==> config.mk <==
export PLATFORM = sky130hd
export DESIGN_NAME = shct_ram
export DESIGN_NICKNAME = d
export VERILOG_FILES = /design/src/sv/shct_ram.sv
export SDC_FILE = /design/constraint.sdc
export NUM_CORES = 1
export LEC_CHECK = 0
export ABC_AREA = 1
export BUFFER_PORTS_ARGS = -buffer_cell sky130_fd_sc_hd__buf_2
export CAP_MARGIN = 20
export CORE_MARGIN = 4
export CORE_UTILIZATION = 68
export CTS_BUF_LIST = sky130_fd_sc_hd__clkbuf_2
export CTS_CLUSTER_DIAMETER = 200
export DETAILED_ROUTE_END_ITERATION = 8
export HOLD_SLACK_MARGIN = 0.03
export MAX_ROUTING_LAYER = met4
export PLACE_DENSITY_LB_ADDON = 0.25
export SYNTH_ARGS = -nofsm -noshare
export SYNTH_HDL_FRONTEND = slang
export SYNTH_SLANG_ARGS = --single-unit
export TNS_END_PERCENT = 10
==> constraint.sdc <==
create_clock -name clk -period 2.32 [get_ports clk]
set_clock_uncertainty 0.1 [all_clocks]
set_input_delay 0.348 -clock clk [delete_from_list [all_inputs] [get_ports clk]]
set_output_delay 0.348 -clock clk [all_outputs]
set_load 0.005 [all_outputs]
==> src/sv/shct_ram.sv <==
// Generic single-write, single-read RAM with registered read data.
module shct_ram #(
  parameter int WIDTH = 8,
  parameter int DEPTH = 16
) (
  input  logic                                  clk,
  input  logic                                  we,
  input  logic [(DEPTH > 1 ? $clog2(DEPTH) : 1)-1:0] waddr,
  input  logic [WIDTH-1:0]                      wdata,
  input  logic [(DEPTH > 1 ? $clog2(DEPTH) : 1)-1:0] raddr,
  output logic [WIDTH-1:0]                      rdata
);

  logic [WIDTH-1:0] mem [DEPTH];

  always_ff @(posedge clk) begin
    if (we) begin
      mem[waddr] <= wdata;
    end
    rdata <= mem[raddr];
  end

endmodule

# Word-level counts from Yosys, hierarchy flattened
# Memory sizes are Yosys's and may differ from the RTL's. A register that Yosys moved wholly into a read port is not among the register bits.
# Index checks and enable logic that the tools add are counted.
[word_totals]
regBits = 0
ramBits = 128
in_bits = 18
out_inout_bits = 8
wordCells = 3
mem_count = 1
[op_classes]
mux = 2
[memory_table]
columns = ["name", "depth", "width", "read_ports", "rd_clocked_by_memory_dff", "wr", "line_no", "source"]
rows = [
  ["mem", 16, 8, 1, 1, 1, "14", "logic [WIDTH-1:0] mem [DEPTH];"],
]
[ops]
columns = ["cell", "n"]
rows = [
  ["1-bit two-way mux", 2],
]

# Depth between registers and ports, before layout
[depth]
ltp_word = 2
depth_mapped = 8
ltp_nobuf = 7

# Least setup slack after synthesis
# OpenSTA, ideal clock, no wires.
[synth_path]
path_type = "input port to flip-flop"
from = "input waddr[2] in the netlist's numbering"
to = "memory mem[10][0] (enable)"
setup_ns = 0.370
arrival_time_ns = 0.929
t_required_ns = 1.850
slack_ns = 0.921
cell_stages = 2
path_buffers = 0
path_cell_list = "nand3b_1 -> nor2_1"
[synth_lines]
columns = ["element", "line_no", "source"]
rows = [
  ["from (decl)", "8", "input logic [(DEPTH > 1 ? $clog2(DEPTH) : 1)-1:0] waddr,"],
  ["to (decl)", "14", ""],
]
# No word-level cell before the write port.

# Worst setup path in the final report
[layout_path]
from = "register rdata[3], read port of mem"
to = "output rdata[3]"
[layout_lines]
columns = ["element", "line_no", "source"]
rows = [
  ["from (decl)", "11", "output logic [WIDTH-1:0] rdata"],
]
# No word-level cell between the ends.

==> metrics.csv <==
stage,metric,value,unit
pwr,power.switching,0.00110,W
route,dr.pass1.iters,6,
worst_setup_path,slowest_stage,dfxtp_1,
pwr,p_int,0.00377,W
cts,clkLatencyLatePin,0.67,ns
pwr,powerDensity,770,nW/um^2
route,wl_per_cell,18.4,um
floorplanning,initial_core_util,70.2,%
cts,cts_root_buffer,clkbuf_2,
route,ant_nets,0,
timing,setup_tns,0,ns
route,dr_total_vias,3983,
timing,tightestPinTransition,0.787,ns
worst_setup_path,crit_family,flip-flops,
pwr,fin_total_pwr,0.00488,W
cts,clkSinkCount,136,
worst_setup_path,cp_max_fo,1,
timing,slew_violations,0,
logic_synthesis,synth.area.top_cells,"edfxtp_1, nand2_1, nand3_1",
global_routing,grt_pass1_wl,20600,um
cts,cts_tree,yes,
worst_setup_path,required,1.87,ns
global_routing,antenna_found_initial,0,
pwr,comb_power_share,7.0,%
finish,fin_area,6340,sq um
job,cap_violations,0,
worst_setup_path,worst-path-buf-inv,1,
placement,dp_slack,0.498,ns
timing,max_freq,614,MHz
timing,rsz0062_at_grt,false,
cts,holdBufCountCts,10,
worst_setup_path,critPathKind,reg -> out,
placement,hpwlAfterDp,7680,um
pwr,p_seq_share,56.6,%
pwr,clockPowerShare,36.4,%
logic_synthesis,synth-seq-area-share,69.4,%
worst_setup_path,crit_path_start_kind,register,
route,dr.first_iter.drc_count,402,
hold_path,min_path_type,in -> reg,
cts,post_cts_buffers,0,
worst_setup_path,worstPathArrival,1.18,ns
floorplanning,design.core.area,8220,sq um
cts,htree_num_levels,4,
logic_synthesis,synth_ff_type,edfxtp_1,
timing,hold_viol,0,
pwr,leakage,2.77,nW
cts,cts_resized,0,
pwr,swShare,22.6,%
finish,finalNetCount,605,
route,remaining_drc_errors,0,
worst_setup_path,critPathMaxStageDelay,0.41,ns
cts,cts_buffers,17,
finish,diodes,0,
placement,place_congestion,0.840,
timing,post-route-min-period,1.63,ns
cts,clkSlewWorstSetupHoldPaths,0.19,ns
finish,nFillCells,534,
logic_synthesis,synth_seq_cells,136,
finish,area_growth,9.87,%
worst_setup_path,crit_path_cell_trace,buf_2,
logic_synthesis,synth_edf_count,128,
global_routing,gr-total-overflow,0,
floorplanning,die_x,100,um
route,routed_wl,13000,um
global_routing,track_usage,28.9,%
finish,drive_above_1_share,10.5,%
logic_synthesis,synth_async_sr_flop_share,0,%
worst_setup_path,end_kind,output port,
global_routing,grt_max_degree,65,
timing,fin_ws,0.691,ns
logic_synthesis,synth_nets,569,
floorplanning,die_h,100,um
timing,setup-violations-final,0,
logic_synthesis,ys_warn_count,0,
logic_synthesis,yosysMostFrequentCell,nand2_1,
logic_synthesis,syn_avg_cell_area,10.5,sq um
logic_synthesis,netlist_area,5770,sq um
logic_synthesis,netlist_instances,551,
floorplanning,pin_count,26,
logic_synthesis,yosysTopAreaCell,edfxtp_1,
cts,clockBufferDepth,2,
logic_synthesis,synth_top_area_share,66.7,%
placement,dpl_cell_area,5910,sq um
logic_synthesis,synth_commonest_cells,"nand2_1, edfxtp_1, inv_1, nand3_1, nor2_1",
timing,slew_headroom,47.4,%
pwr,ir_worst_vdd,0.557,mV
logic_synthesis,ys_types,12,
placement,port_buffers,25,
floorplanning,num_rows,33,
floorplanning,die_area,10000,sq um
route,viasPerCell,5.65,
timing,period_share,70.2,%
run_status,status,"finished, final reports clean",
global_routing,grt_pass1_vias,4008,
[per-stage QoR]
| stage | util, % | hold slack (ns) | cells |
|---|---|---|---|
| global placement | 72.0 | 0.554 | 663 |
| detailed placement | 72.0 | 0.557 | 663 |
| floorplan | - | 0.347 | 551 |
| global route | 77.1 | 0.0748 | 705 |
| CTS | 77.1 | 0.0421 | 705 |
| finish | 77.1 | 0.0767 | 705 |
[cells by family after synthesis]
kind of cell / after synthesis / share of synthesized area (%)
AND/OR/NAND/NOR: 289 / 21.0
flip-flops: 136 / 69.4
buffers and inverters: 126 / 9.52
[placed cells by master (no fill, tap or decap), types with 5 or more instances in the layout]
cell and count:
bufinv_16 6, dfxtp_1 8, edfxtp_1 128, buf_2 25, dlygate4sd3_1 10, nor2_1 17
clkbuf_2 19, inv_1 100, nand3_1 97, nand2_1 173, buf_4 5
[per-layer routing]
layer	wire [um]	global-route usage (%)	vias up
met4	491	14.4	0
li1	-	-	1846
met2	6350	43.8	247
met1	5000	37.3	1839
met3	1140	6.39	51
met5	0	-	-
[flip-flops by register name, indices dropped and copies added (netlist names)]
| name | count |
|---|---|
| rdata | 8 |
| mem | 128 |
[power by group through the flow]
stage                     combinational [W]  clock (W)  sequential [W]
after floorplan                    0.000194          0         0.00281
after global placement             0.000315          0         0.00281
after detailed placement           0.000322          0         0.00282
after CTS                          0.000338    0.00178         0.00276
after global routing               0.000378    0.00190         0.00277
final                              0.000343    0.00178         0.00276
[worst paths after layout]
check             start        to  slack (ns)  cells after the start
min reg2reg  mem[14][4]  rdata[4]        0.59                      6
max            rdata[3]  rdata[3]        0.69                      1
min            raddr[2]  rdata[4]        0.08                      4
max reg2reg   mem[9][5]  rdata[5]        0.73                      7
[area by class of cell]
type                       count  area (sq um)  area share, %
clock buffer                  19          95.1           1.50
clock inverter                13           226           3.57
inverter                     102           383           6.04
multi-input combinational    289          1210           19.2
sequential                   136          4000           63.2
tap                          105           131           2.07
timing repair buffer          41           283           4.46
No activity file was read; power rests on OpenSTA's default activity.
