[src/sv/shct_mod.sv]
// Bit-serial unsigned remainder of a 32-bit value by a variable divisor.
module shct_mod #(
  parameter int DW = 11
) (
  input  logic          clk,
  input  logic          rst_n,
  input  logic          start,
  input  logic [31:0]   dividend,
  input  logic [DW-1:0] divisor,
  output logic          done,
  output logic [DW-1:0] rem
);

  logic [31:0]   q_r;
  logic [DW-1:0] rem_r;
  logic [5:0]    cnt_r;
  logic          done_r;
  logic [DW:0]   trial;
  logic [DW:0]   diff;

  // one dividend bit per cycle
  assign trial = {rem_r, q_r[31]};
  assign diff  = trial - {1'b0, divisor};

  always_ff @(posedge clk) begin
    if (!rst_n) begin
      cnt_r  <= '0;
      done_r <= 1'b0;
    end else begin
      done_r <= 1'b0;
      if (start) begin
        cnt_r <= 6'd32;
      end else if (cnt_r != '0) begin
        cnt_r <= cnt_r - 6'd1;
        if (cnt_r == 6'd1) begin
          done_r <= 1'b1;
        end
      end
    end
  end

  always_ff @(posedge clk) begin
    if (start) begin
      q_r   <= dividend;
      rem_r <= '0;
    end else if (cnt_r != '0) begin
      q_r   <= {q_r[30:0], 1'b0};
      rem_r <= (trial >= {1'b0, divisor}) ? diff[DW-1:0] : trial[DW-1:0];
    end
  end

  assign done = done_r;
  assign rem  = rem_r;

endmodule

[config.mk]
export PLATFORM = sky130hd
export DESIGN_NAME = shct_mod
export DESIGN_NICKNAME = d
export VERILOG_FILES = /design/src/sv/shct_mod.sv
export SDC_FILE = /design/constraint.sdc
export NUM_CORES = 1
export LEC_CHECK = 0
export ABC_AREA = 1
export BUFFER_PORTS_ARGS = -buffer_cell sky130_fd_sc_hd__buf_2
export CORE_UTILIZATION = 35
export DETAILED_ROUTE_END_ITERATION = 8
export PLACE_DENSITY = 0.53
export SLEW_MARGIN = 20
export SYNTH_ARGS = -nofsm -noshare
export SYNTH_HDL_FRONTEND = slang
export SYNTH_SLANG_ARGS = --single-unit
[constraint.sdc]
create_clock -name clk -period 2.2 [get_ports clk]
set_input_delay 0.44 -clock clk [delete_from_list [all_inputs] [get_ports clk]]
set_output_delay 0.44 -clock clk [all_outputs]
set_load 0.1 [all_outputs]
; ---- Word-level counts from Yosys, hierarchy flattened
; Cells that the tools add are included.
[op_classes]
add_sub_neg = 2
n_lt_le_gt_ge = 1
eq_ne = 1
muxes = 6
bitwise_logic = 2
n_reduce_logical = 4
[ops]
columns = op, n
row1 = $mux 32, 2
row2 = $ge 12x11->1, 1
row3 = $mux 6, 2
row4 = $mux 11, 1
row5 = $sub 11x11->11, 1
row6 = $eq 6x1->1 const B, 1
row7 = $reduce_bool 6->1, 1
row8 = $sub 6x1->6 const B, 1
row9 = $reduce_or 3->1, 1
row10 = $not 1->1, 2
row11 = $reduce_bool 2->1, 1
row12 = $reduce_or 2->1, 1
row13 = $mux 1, 1
[totals]
register_bits = 50
in_bits = 46
out_inout_bits = 12
wordCells = 21

; ---- Depth between registers and ports, before layout
; Gate-level depths: netlist (run 1).
[logic_depth]
word_depth = 3
mapped_depth = 15
depth_no_buf = 14

; ---- Least setup slack after synthesis (run 1)
; Ideal clock, no wire load.
[synth_timing]
kind = reg-to-reg
from = reg rem_r[0], in the netlist rem[0]
to = reg rem_r[1], in the netlist rem[1]
setup_ns = 0.137
t_arrival_ns = 2.370
required_ns = 2.063
path_slack_ns = -0.307
path_stages_with_launch = 14
n_path_buf = 1
synth_period_minus_slack_ns = 2.507
cell_sequence = dfxtp_1 -> inv_1 -> fa_1 -> inv_1 -> nand2_2 -> nand2_2 -> nand2_2 -> nand2_1 -> nand2_2 -> nand3_2 -> buf_6 -> nand2_1 -> nand3_1 -> o21ai_1
[synth_via]
elab_chain_cells = 2
word_cells_on_any_way = 3
classes_between = add/sub (1) / order compare (1) / mux (1)
[synth_lines]
columns = item, line_no
row1 = from (decl), 15  ; logic [DW-1:0] rem_r;
row2 = from (signal assigned), 48  ; rem_r <= (trial >= {1'b0, divisor}) ? diff[DW-1:0] : trial[DW-1:0];
row3 = $sub 11x11->11 or $ge 12x11->1 (tied branches), "23, 48"
row4 = $mux 11 (*), 48
; Mark *: on every way between the ends. The rest lies on a longest branch, timed or not.
; A chain may end at the register's enable or synchronous reset.

; ---- Worst setup path after layout (run 1)
[layout_timing]
from = reg q_r[31]
to = reg rem_r[1], in the netlist rem[1]
[layout_via]
elab_chain_cells = 2
word_cells_on_any_way = 3
classes_between = add/sub (1) / order compare (1) / mux (1)
[layout_lines]
columns = item, line_no
row1 = from (decl), 14  ; logic [31:0] q_r;
row2 = from (signal assigned), 44  ; q_r <= dividend;
row3 = from (signal assigned), 47  ; q_r <= {q_r[30:0], 1'b0};
row4 = $sub 11x11->11 or $ge 12x11->1 (tied branches), "23, 48"
row5 = $mux 11 (*), 48
; Marked as above.

==> results of run 1 <==
-- metrics by stage --
stage          instance area (um^2)  hold WS, ns  std cells  total power [mW]
3_5_place_dp                   3380        0.466        552              3.57
3_3_place_gp                   3380        0.464        552              3.58
6_report                       3470        0.392        560              4.07
2_1_floorplan                  3010        0.447        398              3.20
4_1_cts                        3470        0.383        560              4.12
5_1_grt                        3470        0.394        560              4.40
-- layer usage --
layer,global-route usage [%],routed length [um]
met5,0,0
met1,20.1,3200
met2,23.1,2760
met3,2.98,241
met4,3.41,47
-- worst paths after layout --
path	to	cells after the start	from	slack (ns)
max reg2reg	rem[1]$_SDFFE_PP0P_	13	q_r[31]$_DFFE_PP_	0.18
min reg2reg	rem[9]$_SDFFE_PP0P_	2	rem[9]$_SDFFE_PP0P_	0.48
min	cnt_r[5]$_SDFFE_PN0P_	3	rst_n	0.39
max	rem[1]$_SDFFE_PP0P_	13	q_r[31]$_DFFE_PP_	0.18
-- state kept, by name, summed over array words and instances, names as in the netlist --
signal and flops:
done 1, q_r 32, cnt_r 6, rem 11
-- area by class of cell --
| cell class | count | area [um^2] | area share, % |
|---|---|---|---|
| Clock buffer | 6 | 72.6 | 2.09 |
| Clock inverter | 2 | 13.8 | 0.397 |
| Inverter | 62 | 233 | 6.71 |
| Multi-Input combinational cell | 273 | 1360 | 39.3 |
| Sequential cell | 50 | 1330 | 38.4 |
| Tap cell | 105 | 131 | 3.79 |
| Timing Repair Buffer | 62 | 323 | 9.30 |
-- power groups by stage --
stage | combinational, mW | sequential (mW) | clock, mW
global route | 2.35 | 1.46 | 0.587
detailed placement | 2.12 | 1.45 | 0
global placement | 2.13 | 1.45 | 0
floorplan | 1.22 | 1.98 | 0
finish | 2.11 | 1.43 | 0.534
CTS | 2.13 | 1.43 | 0.558
-- layout by cell type (no fill, tap or decap), drive strengths merged --
master,n
xor2,3
nand2,175
o21ai,9
clkinv,1
dfxtp,18
inv,63
clkbuf,6
nand3,27
a21oi,9
nand3b,1
a31oi,1
xnor2,1
nand4,14
nor2,17
fa,1
buf,62
ha,13
edfxtp,32
or2,2
-- worst max-delay path: cells and delay by family (launching register included) --
kind | cells | cell delay [ns]
flops | 1 | 0.34
compound gates | 1 | 0.06
fa+ha+maj | 2 | 0.61
buf+inv | 2 | 0.19
simple gates | 8 | 0.68
-- kinds of logic after synthesis --
kind of cell / count (synthesis) / share of synthesized area (%)
and+or+nand+nor: 236 / 34.9
buffers and inverters: 75 / 10.5
DFF: 50 / 44.1
AOI/OAI and AO/OA: 19 / 3.34
adders and majority gates: 14 / 6.09
xor gates and xnor gates: 4 / 1.17
==> impl_metrics.py, run 1 <==
metrics = {
    "synthesis": {
        "yosys-top-cells-area": "edfxtp_1 (32%), nand2_1 (21%), dfxtp_1 (12%)",
        "syn_area_per_cell_um2": 7.54,
        "async_reset_ff_share_pct": 0,
        "synth_cell_types": 30,
        "yosysWarnings": 0,
        "synth_seq_area_share_pct": 44.1,
        "synth_top_cell_area_share_pct": 32.0,
        "synth-seq-cells": 50,
        "synth_edf_count": 32,
        "syn-cell-area_um2": 3000,
        "syn_inst": 398,
        "ys.flop_type": "edfxtp_1",
        "synth.most_common_cell": "nand2_1",
        "yosys.area.top_type": "edfxtp_1",
        "synth.top_cells.by_count": "nand2_1 (166), inv_1 (58), edfxtp_1 (32), nand3_1 (20), dfxtp_1 (18)",
        "synth_nets": 458,
    },
    "global_route": {
        "grt_pass1_wl_um": 10200,
        "first_global_vias": 2269,
        "grt_util_all_layers_pct": 14.5,
        "overflow": 0,
        "antenna_found_initial": 0,
        "grt_max_degree": 38,
    },
    "floorplanning": {
        "num_io_pins": 58,
        "core.rowCount": 33,
        "die_h_um": 94.6,
        "start_util_pct": 36.3,
        "die-area_um2": 8940,
        "chipWidth_um": 94.6,
        "core_region_area_um2": 8260,
    },
    "timing": {
        "period_needed_ns": 2.02,
        "fin_ws_ns": 0.183,
        "clock.fmax_mhz": 496,
        "fin_crit_sh_pct": 91.7,
        "finalSetupTns_ns": 0,
        "rsz0062_at_grt": "no",
        "timing.final.max_slew_violations": 0,
        "finalHoldViolations": 0,
        "setup_viol": 0,
        "clock_skew_ns": 0.00645,
        "max-slew-margin-rel_pct": 49.4,
        "worstMarginPinSlew_ns": 0.758,
    },
    "critical_path": {
        "critPathMaxFanout": 11,
        "cpMostUsedCell": "nand2_2",
        "worstPathRequired_ns": 2.37,
        "crit_chain": "inv_1, ha_1, fa_1, inv_1, nand2_2, nand2_2, nand2_2, nand2_1, nand2_2, nand3_2, nand2_1, nand3_1, o21ai_1",
        "max_stage_delay_ns": 0.40,
        "end_kind": "flip-flop",
        "cp_data_arrival_time_ns": 2.18,
        "cp_slowest_cell": "fa_1",
        "worstSetupPathType": "flip-flop to flip-flop",
        "critPathLaunchType": "flip-flop",
    },
    "detailed_routing": {
        "drc": 0,
        "wire_per_inst_um": 11.2,
        "routed_wl_um": 6250,
        "drtPass1Iterations": 4,
        "drt-vias-per-instance": 4.53,
        "drtIter0Drc": 145,
        "vias": 2536,
        "drtAntennaViolNets": 0,
    },
    "placed_design": {
        "dp_hpwl_um": 4700,
        "port_buffers": 57,
        "pre_cts_ws_ns": 0.00745,
        "routabilityCongestion": 0.800,
    },
    "clocking": {
        "cts_resized": 0,
        "numCtsBuffers": 5,
        "post-cts-setup-buffers": 0,
        "clock_latency_ns": 0.30,
        "clockRootBuffer": "clkbuf_8",
        "htreeDepth": 2,
        "cts.sinks": 50,
        "cts.clk_slew.worst_paths_ns": 0.09,
        "cts_hold_buf": 0,
        "clock_path_buffers": 2,
        "cts_tree": "built",
    },
    "power_and_ir_drop": {
        "p_sw_share_pct": 48.0,
        "p_sw_mw": 1.95,
        "p_leak_nw": 1.86,
        "p_int_mw": 2.12,
        "pwr-share-comb_pct": 51.7,
        "power_frac_seq_pct": 35.1,
        "clkPwrFrac_pct": 13.1,
        "ir_drop_uv": 509,
        "power.density_nw_per_um2": 1170,
    },
    "worst_hold_path": {
        "hp-class": "input port to flip-flop",
    },
    "status": {
        "status": "completed",
    },
    "layout": {
        "n_antenna_cell": 0,
        "area_growth_pct": 15.7,
        "final_nets": 514,
        "utilization_pct": 42.0,
        "fillers": 895,
        "drive_above_1_share_pct": 22.6,
    },
    "job": {
        "drv_cap": 0,
    },
}
(Power assumes the default switching activity.)
==> run 2, diff against run 1 <==
==> constraint.sdc (replaced) <==
create_clock -name clk -period 2.2 [get_ports clk]
set_input_delay 0.33 -clock clk [delete_from_list [all_inputs] [get_ports clk]]
set_output_delay 0.33 -clock clk [all_outputs]
set_load 0.1 [all_outputs]
==> impl_metrics.py, run 2 (synthesis gave the netlist of run 1 again) <==
metrics = {
    "layout": {
        "postLayoutCellArea_um2": 3500,
        "final_common_cell": "nand2_1",
        "largest-register": "q_r",
        "drive_above_1_share_pct": 22.6,
        "n_antenna_cell": 0,
        "final_nets": 514,
        "layout_common_cells": "nand2_1 (166), inv_1 (58), buf_2 (57)",
        "area_growth_pct": 16.7,
        "largest_register_ffs": 32,
    },
    "detailed_routing": {
        "drtIter0Drc": 70,
        "routed_wl_um": 6220,
        "drt-vias-per-instance": 4.47,
        "vias": 2503,
        "wire_per_inst_um": 11.1,
        "drc": 0,
        "drtAntennaViolNets": 0,
        "drtPass1Iterations": 5,
    },
    "job": {
        "drv_cap": 0,
    },
    "timing": {
        "rsz0062_at_grt": "no",
        "finalHoldViolations": 0,
        "period_needed_ns": 1.97,
        "fin_crit_sh_pct": 89.6,
        "clock.fmax_mhz": 507,
        "max-slew-margin-rel_pct": 48.2,
        "timing.final.max_slew_violations": 0,
        "worstMarginPinSlew_ns": 0.775,
        "setup_viol": 0,
        "clock_skew_ns": 0.00894,
        "finalSetupTns_ns": 0,
    },
    "power_and_ir_drop": {
        "power.density_nw_per_um2": 1200,
        "p_total_mw": 4.20,
        "p_leak_nw": 1.87,
        "ir_drop_uv": 391,
    },
    "clocking": {
        "clockRootBuffer": "clkbuf_8",
        "cts_hold_buf": 0,
        "cts.clk_slew.worst_paths_ns": 0.09,
        "clock_latency_ns": 0.30,
        "cts.sinks": 50,
        "htreeDepth": 2,
        "clock_path_buffers": 2,
        "numCtsBuffers": 5,
        "cts_tree": "built",
    },
    "global_route": {
        "grt_pass1_wl_um": 10200,
        "overflow": 0,
        "grt_max_degree": 38,
        "antenna_found_initial": 0,
        "first_global_vias": 2250,
        "grt_util_all_layers_pct": 14.6,
    },
    "critical_path": {
        "worstSetupPathType": "flip-flop to flip-flop",
        "r2r_cells": 7,
        "worst-path-buf-inv": 3,
        "cp_top_family": "buffers and inverters",
        "max_stage_delay_ns": 0.57,
        "crit_chain": "inv_1, ha_1, inv_1, nor2_4, nand2_4, nor2_4, inv_2",
        "cp_data_arrival_time_ns": 1.90,
        "cp_slowest_cell": "inv_2",
        "critPathLaunchType": "flip-flop",
        "end_kind": "flip-flop",
        "worst-path-stages": 7,
        "worstPathRequired_ns": 2.13,
        "critPathMaxFanout": 37,
    },
    "floorplanning": {
        "core_region_area_um2": 8260,
        "core.rowCount": 33,
        "die_h_um": 94.6,
        "die-area_um2": 8940,
        "chipWidth_um": 94.6,
        "num_io_pins": 58,
        "start_util_pct": 36.3,
    },
    "placed_design": {
        "dpl-instance-area_um2": 3380,
        "port_buffers": 57,
        "routabilityCongestion": 0.800,
        "dp_hpwl_um": 4650,
    },
    "worst_hold_path": {
        "hp-class": "input port to flip-flop",
        "hold_depth": 3,
    },
    "status": {
        "status": "completed",
    },
}
==> run 2: final cells by class <==
type	count	area, um^2
Clock inverter	2	37.5
Timing Repair Buffer	62	323
Fill cell	899	4760
Sequential cell	50	1330
Multi-Input combinational cell	273	1370
Inverter	62	233
Clock buffer	6	72.6
Tap cell	105	131
==> run 2: what timing repair did <==
action,in CTS,in global routing
gates resized for setup,0,1
setup buffers,0,0
setup endpoints to repair,0,2
==> run 2: layer usage <==
metal  vias to the layer above  global-route usage [%]  wire [um]
met4                         0                    4.17         37
met3                         2                    2.74        216
met2                        40                    23.4       2770
li1                       1357                       -          -
met1                      1104                    20.1       3190
met5                         -                       0          0
==> run 2: power by group <==
group | leakage, nW | switching [mW] | internal, mW
logic | 1.33 | 1.51 | 0.606
registers | 0.490 | 0.137 | 1.30
clock network | 0.0514 | 0.304 | 0.340
total | 1.87 | 1.95 | 2.24
==> run 2: final timing paths <==
kind / startpoint / to / slack (ns)
setup / recovery: cnt_r[0]$_SDFFE_PP0P_ / q_r[29]$_DFFE_PP_ / 0.23
hold / removal: rst_n / cnt_r[5]$_SDFFE_PN0P_ / 0.28
setup reg to reg: cnt_r[0]$_SDFFE_PP0P_ / q_r[29]$_DFFE_PP_ / 0.23
hold reg to reg: rem[9]$_SDFFE_PP0P_ / rem[9]$_SDFFE_PP0P_ / 0.48
==> run 2: metrics by stage <==
stage / utilization, % / hold WS, ns / cells / setup slack [ns]
6_report: 42.4 / 0.282 / 560 / 0.228
5_1_grt: 42.4 / 0.285 / 560 / 0.0223
4_1_cts: 42.3 / 0.271 / 560 / 0.141
3_5_place_dp: 41.0 / 0.467 / 552 / 0.113
3_3_place_gp: 41.0 / 0.465 / 552 / 0.149
2_1_floorplan: - / 0.447 / 398 / 0.0462
==> run 2: worst reg2reg max path: cells and delay by family (launching register included) <==
kind / cells / cell delay (ns)
fa+ha+maj: 1 / 0.23
buf+inv: 3 / 0.77
simple gates: 3 / 0.23
flops: 1 / 0.38
==> run 3, diff against run 2 <==
--- a/config.mk
+++ b/config.mk
@@ -7,9 +7,10 @@
 export LEC_CHECK = 0
 export ABC_AREA = 1
 export BUFFER_PORTS_ARGS = -buffer_cell sky130_fd_sc_hd__buf_2
+export CORE_MARGIN = 1.5
 export CORE_UTILIZATION = 35
 export DETAILED_ROUTE_END_ITERATION = 8
-export PLACE_DENSITY = 0.53
+export PLACE_DENSITY = 0.58
 export SLEW_MARGIN = 20
 export SYNTH_ARGS = -nofsm -noshare
 export SYNTH_HDL_FRONTEND = slang
==> constraint.sdc (replaced) <==
create_clock -name clk -period 2.4 [get_ports clk]
set_input_delay 0.36 -clock clk [delete_from_list [all_inputs] [get_ports clk]]
set_output_delay 0.36 -clock clk [all_outputs]
set_load 0.1 [all_outputs]
==> impl_metrics.py, run 3 (synthesis gave the netlist of run 1 again) <==
metrics = {
    "clocking": {
        "clock_latency_ns": 0.30,
        "clockRootBuffer": "clkbuf_8",
        "clock_path_buffers": 2,
        "numCtsBuffers": 5,
        "cts_tree": "built",
        "cts_resized": 0,
        "cts.sinks": 50,
        "cts.clk_slew.worst_paths_ns": 0.09,
        "post-cts-setup-buffers": 0,
        "htreeDepth": 2,
        "cts_hold_buf": 0,
    },
    "global_route": {
        "grt_max_degree": 32,
        "antenna_found_initial": 0,
        "overflow": 0,
        "grt_pass1_wl_um": 10500,
        "first_global_vias": 2332,
        "grt_util_all_layers_pct": 14.6,
    },
    "critical_path": {
        "r2r-end": "rem[0]$_SDFFE_PP0P_",
        "r2r_cells": 13,
        "max_stage_delay_ns": 0.40,
        "worstPathRequired_ns": 2.59,
        "startpoint": "q_r[31]$_DFFE_PP_",
        "critPathLaunchType": "flip-flop",
        "ff2ff_setup_slack_ns": 0.38,
        "critPathMaxFanout": 11,
        "cpMostUsedCell": "nand2_2",
        "cp_data_arrival_time_ns": 2.21,
        "timing.rr.start": "q_r[31]$_DFFE_PP_",
        "cp_top_family": "simple AND/OR/NAND/NOR gates",
        "end_kind": "flip-flop",
        "worstSetupEndpoint": "rem[0]$_SDFFE_PP0P_",
        "worstSetupPathType": "flip-flop to flip-flop",
        "worst-path-stages": 13,
        "worst-path-buf-inv": 2,
        "cp_slowest_cell": "fa_1",
        "crit_chain": "inv_1, ha_1, fa_1, inv_1, nand2_2, nand2_2, nand2_2, nand2_1, nand2_2, nand3_2, nand2_1, nand3_1, o21ai_1",
    },
    "layout": {
        "postLayoutCellArea_um2": 3520,
        "largest_register_ffs": 32,
        "fillers": 862,
        "multiInputGateArea_um2": 1360,
        "drive_above_1_share_pct": 20.9,
        "area_growth_pct": 17.3,
        "register_area_um2": 1320,
        "final_common_cell": "nand2_1",
        "largest-register": "q_r",
        "n_antenna_cell": 0,
        "final_nets": 514,
        "layout_common_cells": "nand2_1 (166), inv_1 (58), buf_2 (57)",
    },
    "timing": {
        "fin_hold_ws_ns": 0.294,
        "timing.final.max_slew_violations": 0,
        "clock.fmax_mhz": 495,
        "max-slew-margin-rel_pct": 67.5,
        "period_needed_ns": 2.02,
        "worstMarginPinSlew_ns": 0.491,
        "rsz0062_at_grt": "no",
        "fin_crit_sh_pct": 84.1,
        "finalHoldViolations": 0,
        "clock_skew_ns": 0.00625,
        "finalSetupTns_ns": 0,
        "setup_viol": 0,
    },
    "detailed_routing": {
        "drtPass1Iterations": 4,
        "drtIter0Drc": 103,
        "drt-vias-per-instance": 4.48,
        "drc": 0,
        "wire_per_inst_um": 11.4,
        "routed_wl_um": 6360,
        "vias": 2508,
        "drtAntennaViolNets": 0,
    },
    "worst_hold_path": {
        "hp-class": "input port to flip-flop",
    },
    "floorplanning": {
        "chipWidth_um": 95.6,
        "core_region_area_um2": 8260,
        "core.rowCount": 33,
        "start_util_pct": 36.3,
        "die-area_um2": 9130,
        "die_h_um": 95.6,
        "num_io_pins": 58,
    },
    "placed_design": {
        "dpl-instance-area_um2": 3390,
        "port_buffers": 57,
        "dp_hpwl_um": 4760,
        "routabilityCongestion": 0.876,
    },
    "job": {
        "drv_cap": 0,
    },
    "power_and_ir_drop": {
        "ir_drop_uv": 361,
        "power.density_nw_per_um2": 1120,
        "p_leak_nw": 1.88,
    },
    "status": {
        "status": "completed",
    },
}
[run 3: cell count changes in the layout (fill, tap and decap cells not counted), sizes merged]
cell / change
bufinv: +1
clkinvlp: -1
clkbuf: -1
clkinv: +1
[run 3: worst min path at each step]
stage,from,endpoint,slack (ns),cells past startpoint
detailed placement,cnt_r[5]$_SDFFE_PN0P_,cnt_r[5]$_SDFFE_PN0P_,0.47,2
global placement,cnt_r[0]$_SDFFE_PP0P_,cnt_r[0]$_SDFFE_PP0P_,0.46,1
global route,rst_n,cnt_r[5]$_SDFFE_PN0P_,0.29,3
floorplan,cnt_r[0]$_SDFFE_PP0P_,cnt_r[0]$_SDFFE_PP0P_,0.45,1
CTS,rst_n,cnt_r[5]$_SDFFE_PN0P_,0.28,3
finish,rst_n,cnt_r[5]$_SDFFE_PN0P_,0.29,3
[run 3: through the flow]
stage                     instances  total power, mW  setup WS [ns]  util [%]
final                           560             3.95          0.381      42.6
after global routing            560             4.24          0.237      42.6
after CTS                       560             3.99          0.379      42.6
after detailed placement        552             3.29          0.304      41.0
after global placement          552             3.27          0.368      41.0
after floorplan                 398             2.92          0.147         -
[run 3: per-layer routing]
metal  track usage, %  up-vias  routed length, um
li1                 -     1359                  -
met1             19.9     1082               3190
met2             24.4       62               2830
met3             2.07        5                283
met4             3.31        0                 57
met5                0        -                  0
[run 3: layout make-up]
class | instances | area share (%)
Clock inverter | 3 | 1.81
Clock buffer | 5 | 1.96
Tap cell | 105 | 3.73
Sequential cell | 50 | 37.6
Timing Repair Buffer | 62 | 9.53
Inverter | 62 | 6.61
Multi-Input combinational cell | 273 | 38.8
[run 3: report_power, final]
| part | internal, mW | switching, mW | total (mW) |
|---|---|---|---|
| combinational | 0.559 | 1.40 | 1.96 |
| sequential | 1.18 | 0.127 | 1.30 |
| clock | 0.413 | 0.279 | 0.691 |
[run 3: tightest hold or removal path: stages]
cell	delay, ns
buf_2	0.09
inv_1	0.06
a21oi_1	0.04
